**src/gbte_pkg.sv**
```systemverilog
// package: word types, command codes and character constants of the gap buffer editor core
package gbte_pkg;

   localparam int OP_W    = 4;
   localparam int CH_W    = 8;
   localparam int CNT_W   = 12;
   localparam int CUR_W   = 12;
   localparam int ROW_W   = 13;

   localparam logic [OP_W-1:0] OP_INSERT    = 4'd0;
   localparam logic [OP_W-1:0] OP_DELETE    = 4'd1;
   localparam logic [OP_W-1:0] OP_BKSP      = 4'd2;
   localparam logic [OP_W-1:0] OP_LEFT      = 4'd3;
   localparam logic [OP_W-1:0] OP_RIGHT     = 4'd4;
   localparam logic [OP_W-1:0] OP_BUFSTART  = 4'd5;
   localparam logic [OP_W-1:0] OP_BUFEND    = 4'd6;
   localparam logic [OP_W-1:0] OP_LINESTART = 4'd7;
   localparam logic [OP_W-1:0] OP_LINEEND   = 4'd8;
   localparam logic [OP_W-1:0] OP_SETMARK   = 4'd9;
   localparam logic [OP_W-1:0] OP_CLEARMARK = 4'd10;
   localparam logic [OP_W-1:0] OP_BRACKET   = 4'd11;

   localparam logic [CH_W-1:0] CH_NL     = 8'h0A;
   localparam logic [CH_W-1:0] CH_LPAREN = 8'h28;
   localparam logic [CH_W-1:0] CH_RPAREN = 8'h29;
   localparam logic [CH_W-1:0] CH_LBRACE = 8'h7B;
   localparam logic [CH_W-1:0] CH_RBRACE = 8'h7D;
   localparam logic [CH_W-1:0] CH_LBRACK = 8'h5B;
   localparam logic [CH_W-1:0] CH_RBRACK = 8'h5D;
   localparam logic [CH_W-1:0] CH_LANGLE = 8'h3C;
   localparam logic [CH_W-1:0] CH_RANGLE = 8'h3E;
   localparam logic [CH_W-1:0] CH_NUL    = 8'h00;

   typedef struct packed {
      logic [OP_W-1:0]  op;
      logic [CH_W-1:0]  ch;
      logic [CNT_W-1:0] count;
   } req_type;

   typedef struct packed {
      logic             status;
      logic [CUR_W-1:0] cursor_pos;
      logic [ROW_W-1:0] row;
      logic [CH_W-1:0]  char_at_cursor;
      logic             modified;
      logic             mark_active;
   } rsp_type;

   typedef struct packed {
      logic             bad;
      logic [OP_W-1:0]  op;
      logic [CH_W-1:0]  ch;
      logic [CNT_W-1:0] count;
   } cmd_type;

   typedef struct packed {
      logic busy;
      logic gap_ok;
      logic end_ok;
   } bk_stat_type;

   typedef struct packed {
      logic            hit;
      logic            fwd;
      logic [CH_W-1:0] want;
   } br_type;

   function automatic br_type bracket_info(input logic [CH_W-1:0] c);
      br_type r;
      r.hit  = 1'b1;
      r.fwd  = 1'b1;
      r.want = CH_NUL;
      case (c)
         CH_LPAREN: r.want = CH_RPAREN;
         CH_LBRACE: r.want = CH_RBRACE;
         CH_LBRACK: r.want = CH_RBRACK;
         CH_LANGLE: r.want = CH_RANGLE;
         CH_RPAREN: begin r.want = CH_LPAREN; r.fwd = 1'b0; end
         CH_RBRACE: begin r.want = CH_LBRACE; r.fwd = 1'b0; end
         CH_RBRACK: begin r.want = CH_LBRACK; r.fwd = 1'b0; end
         CH_RANGLE: begin r.want = CH_LANGLE; r.fwd = 1'b0; end
         default:   r.hit = 1'b0;
      endcase
      return r;
   endfunction

endpackage

```
**src/gbte_front.sv**
```systemverilog
// front end: command queue and op classification
module gbte_front import gbte_pkg::*; (
   input  logic    clock,
   input  logic    reset,
   input  logic    req_push,
   output logic    req_full,
   input  req_type req_word,
   output logic    cmd_valid,
   input  logic    cmd_ready,
   output cmd_type cmd_word
);

   req_type     q_ff [2];
   logic        wp_ff, wp_in;
   logic        rp_ff, rp_in;
   logic [1:0]  cnt_ff, cnt_in;
   logic        put, take;
   req_type     head;

   assign req_full  = (cnt_ff == 2'd2);
   assign cmd_valid = (cnt_ff != 2'd0);
   assign put       = req_push && !req_full;
   assign take      = cmd_valid && cmd_ready;
   assign head      = q_ff[rp_ff];

   always_comb begin
      cmd_word.bad   = (head.op > OP_BRACKET);
      cmd_word.op    = head.op;
      cmd_word.ch    = head.ch;
      cmd_word.count = head.count;
   end

   always_comb begin
      wp_in  = put  ? ~wp_ff : wp_ff;
      rp_in  = take ? ~rp_ff : rp_ff;
      cnt_in = cnt_ff + {1'b0, put} - {1'b0, take};
   end

   always_ff @(posedge clock) begin
      if (reset) begin
         wp_ff  <= 1'b0;
         rp_ff  <= 1'b0;
         cnt_ff <= 2'd0;
      end else begin
         wp_ff  <= wp_in;
         rp_ff  <= rp_in;
         cnt_ff <= cnt_in;
      end
   end

   always_ff @(posedge clock) begin
      if (put) begin
         q_ff[wp_ff] <= req_word;
      end
   end

endmodule

```
**config.mk**
```make
export PLATFORM = sky130hd
export DESIGN_NAME = gbte_front
export DESIGN_NICKNAME = d
export VERILOG_FILES = /design/src/gbte_pkg.sv /design/src/gbte_front.sv
export SDC_FILE = /design/constraint.sdc
export NUM_CORES = 1
export LEC_CHECK = 0
export BUFFER_PORTS_ARGS = -buffer_cell sky130_fd_sc_hd__buf_4
export CORE_ASPECT_RATIO = 1.2
export CORE_UTILIZATION = 40
export DETAILED_ROUTE_END_ITERATION = 7
export MAX_ROUTING_LAYER = met4
export SYNTH_ARGS = -nofsm -noshare
export SYNTH_HDL_FRONTEND = slang
export SYNTH_SLANG_ARGS = --single-unit
```
**constraint.sdc**
```tcl
create_clock -name clock -period 2.4 [get_ports clock]
set_clock_uncertainty 0.2 [all_clocks]
set_input_delay 0.48 -clock clock [delete_from_list [all_inputs] [get_ports clock]]
set_output_delay 0.48 -clock clock [all_outputs]
set_load 0.01 [all_outputs]
```
==> results.ini <==
[status]
outcome=finished, final reports clean

[sta]
setup_repair_after_global_routing_missed_its_margin=no
finalSetupViolCount=0
timing.max_slew.rel_slack=0.600
setup_total_negative_slack_ps=0
fin_max_slew_vios=0
finalCritPeriodShare=0.936
maxClockFrequency_mhz=445
finalHoldWorstSlack_ps=162
finalWorstPathRequiredPeriod_ps=2250
tightest_slew_ps=600
timing.final.hold_violations=0

[pwr]
p_seq_frac=0.474
maximum_resistive_drop_on_vdd_v=0.000576
clockPowerShare=0.215
cell_internal_pwr_uw=1910
power.density_mw_per_mm2=1010
static-leakage-power_uw=0.00101
swShare=0.269
share_comb_of_total_power=0.311
net-switching-power_uw=705

[finish]
design.final.nets=195
multi_input_combinational_cell_area_um2=407
post-route-cell-area_mm2=0.00258
register_area_mm2=0.00154
mostFrequentLayoutCells=buf_4 (54), edfxtp_1 (48), mux2_1 (24)
syn_to_final_growth_pct=30.3
layout_commonest_cell=buf_4
n_antenna_cell=0
finish.utilization=0.554
filler_cell_count=392
final-instance-count-excl-fill=223
ratio_of_cells_with_drive_above_1_in_the_final_layout=0.412

[floorplanning]
rows=27
dieArea_mm2=0.00524
chipWidth_um=66.3
die_h_um=79.1
placeableCoreArea_mm2=0.00466
ioPinCount=55
initial_core_util=0.425

[clock_tree]
clock_sinks=53
cts.path.max_buffers=2
postCtsResizedCells=0
postCtsSetupBuffers=0
cts_tree=built
cts_made_buffers=5
h_tree_lvls=2
clk-insertion-delay-late_ps=290
path_clk_slew_ps=90
holdBufCountCts=0
cts_root_buffer=clkbuf_8

[critical_path]
timing.critical_path.buf_inv=2
cpLargestDelayFamily=flip-flops
required_ps=1720
critical_path.endpoint_type=primary output
cp-start-kind=register
worstPathCellList=buf_12 -> mux2_1 -> buf_4
r2r_startpoint=cnt_ff[0]
path_max_fanout=20
path_class=register to primary output
worst_ep_arrival_time_ps=1570
critical_path.max_stage_delay_ps=540
worst_path_max_delay_cell=dfxtp_1

[place]
post-dp-hpwl_mm=2.22
routabilityCongestion=0.635
post_dp_cell_area_mm2=0.00248
portBuffers=54
dp_cells=216

[synth]
netlist_top_cells_area=edfxtp_1 (73%), mux2_1 (14%), dfxtp_1 (5.0%)
ys_ff_latch=53
netlist-cell-type-count=24
syn_area_mm2=0.00198
syn-instance-count=105
syn-mean-instance-area_um2=18.9
synthDominantCellAreaShare=0.727
yosysWarnings=0
syn-num-nets=135
seq_area_frac_synth=0.777
netlist.top_cell.by_area=edfxtp_1

[grt]
global_route.overflow_total=0
grt_first_pass_wirelength_mm=5.27
track_usage=0.146
antenna_found_initial=0
grt_start_max_net_pins=25
number_of_global_route_vias_before_repair=1115

[route]
vias_per_cell=4.78
drt_wl_total_mm=3.26
ant_nets=0
drc_errors=0
drt_pass_1_iters=4
drtIter0Drc=44
post_drt_wl_per_cell_um=14.6
routed-via-count=1066

[min_path]
start_point_of_the_worst_min_delay_path=req_word[10]
timing.hold.worst.class=input pin to register

[flow_run]
drv.max_cap_violation_count=0

[power by group through the flow]
| stage | sequential [µW] | clock, µW | combinational [µW] |
|---|---|---|---|
| 2_1_floorplan | 1230 | 0 | 452 |
| 3_3_place_gp | 1260 | 0 | 802 |
| 3_5_place_dp | 1270 | 0 | 826 |
| 4_1_cts | 1240 | 581 | 832 |
| 5_1_grt | 1260 | 625 | 894 |
| 6_report | 1240 | 564 | 814 |
[kinds of logic after synthesis]
logic type / after synthesis / synth area share
flops: 53 / 0.777
mux: 24 / 0.136
simple gates: 13 / 0.0353
buf+inv: 7 / 0.0177
compound gates: 4 / 0.0120
xor+xnor: 2 / 0.00883
fa+ha+maj: 2 / 0.0126
[layer usage]
| metal | vias to the layer above | routed length (µm) | share of wire | global-route usage |
|---|---|---|---|---|
| met1 | 508 | 1420 | 0.44 | 0.173 |
| li1 | 513 | - | - | - |
| met4 | 0 | 58 | 0.018 | 0.0574 |
| met5 | - | 0 | 0 | - |
| met3 | 5 | 180 | 0.055 | 0.0489 |
| met2 | 40 | 1600 | 0.49 | 0.229 |
[flip-flops by register name, summed over array words and instances, names as in the netlist, named ones only]
signal / flops
cnt_ff: 2
rp_ff: 1
wp_ff: 1
q_ff: 48
[cell type report]
cell class	count	area share
flip-flops and latches	53	0.596
repair buffers	56	0.172
multi-input cells	45	0.157
well taps	58	0.0281
clock buffers	5	0.0266
clock inverters	2	0.0136
inverters	4	0.00581
[Yosys cell counts]
| cell type | count |
|---|---|
| edfxtp_1 | 48 |
| mux2_1 | 24 |
| dfxtp_1 | 5 |
| inv_1 | 3 |
| nor2_1 | 3 |
| buf_4 | 2 |
| ha_1 | 2 |
| nand2_1 | 2 |
| a21oi_1 | 1 |
| and2_1 | 1 |
| and3_2 | 1 |
| buf_2 | 1 |
| inv_2 | 1 |
| nand2b_2 | 1 |
| nand3_1 | 1 |
| nor2b_1 | 1 |
| nor3_1 | 1 |
| o21a_2 | 1 |
| o21ai_0 | 1 |
| o21ai_1 | 1 |
| or2_2 | 1 |
| or3_1 | 1 |
| xnor2_1 | 1 |
| xor2_1 | 1 |
[worst paths after layout]
check	to	slack, ps	cells after the start
setup / recovery	cmd_word[20]	150	3
hold / removal	q_ff[0][10]	160	1
setup reg to reg	q_ff[0][14]	530	5
hold reg to reg	wp_ff	310	2
[stage by stage]
| step | worst slack [ps] | power (µW) |
|---|---|---|
| finish | 154 | 2620 |
| global route | 37.4 | 2780 |
| CTS | 112 | 2660 |
| detailed placement | 427 | 2090 |
| global placement | 446 | 2060 |
| floorplan | 466 | 1680 |
Power figures use the tool's default switching activity.
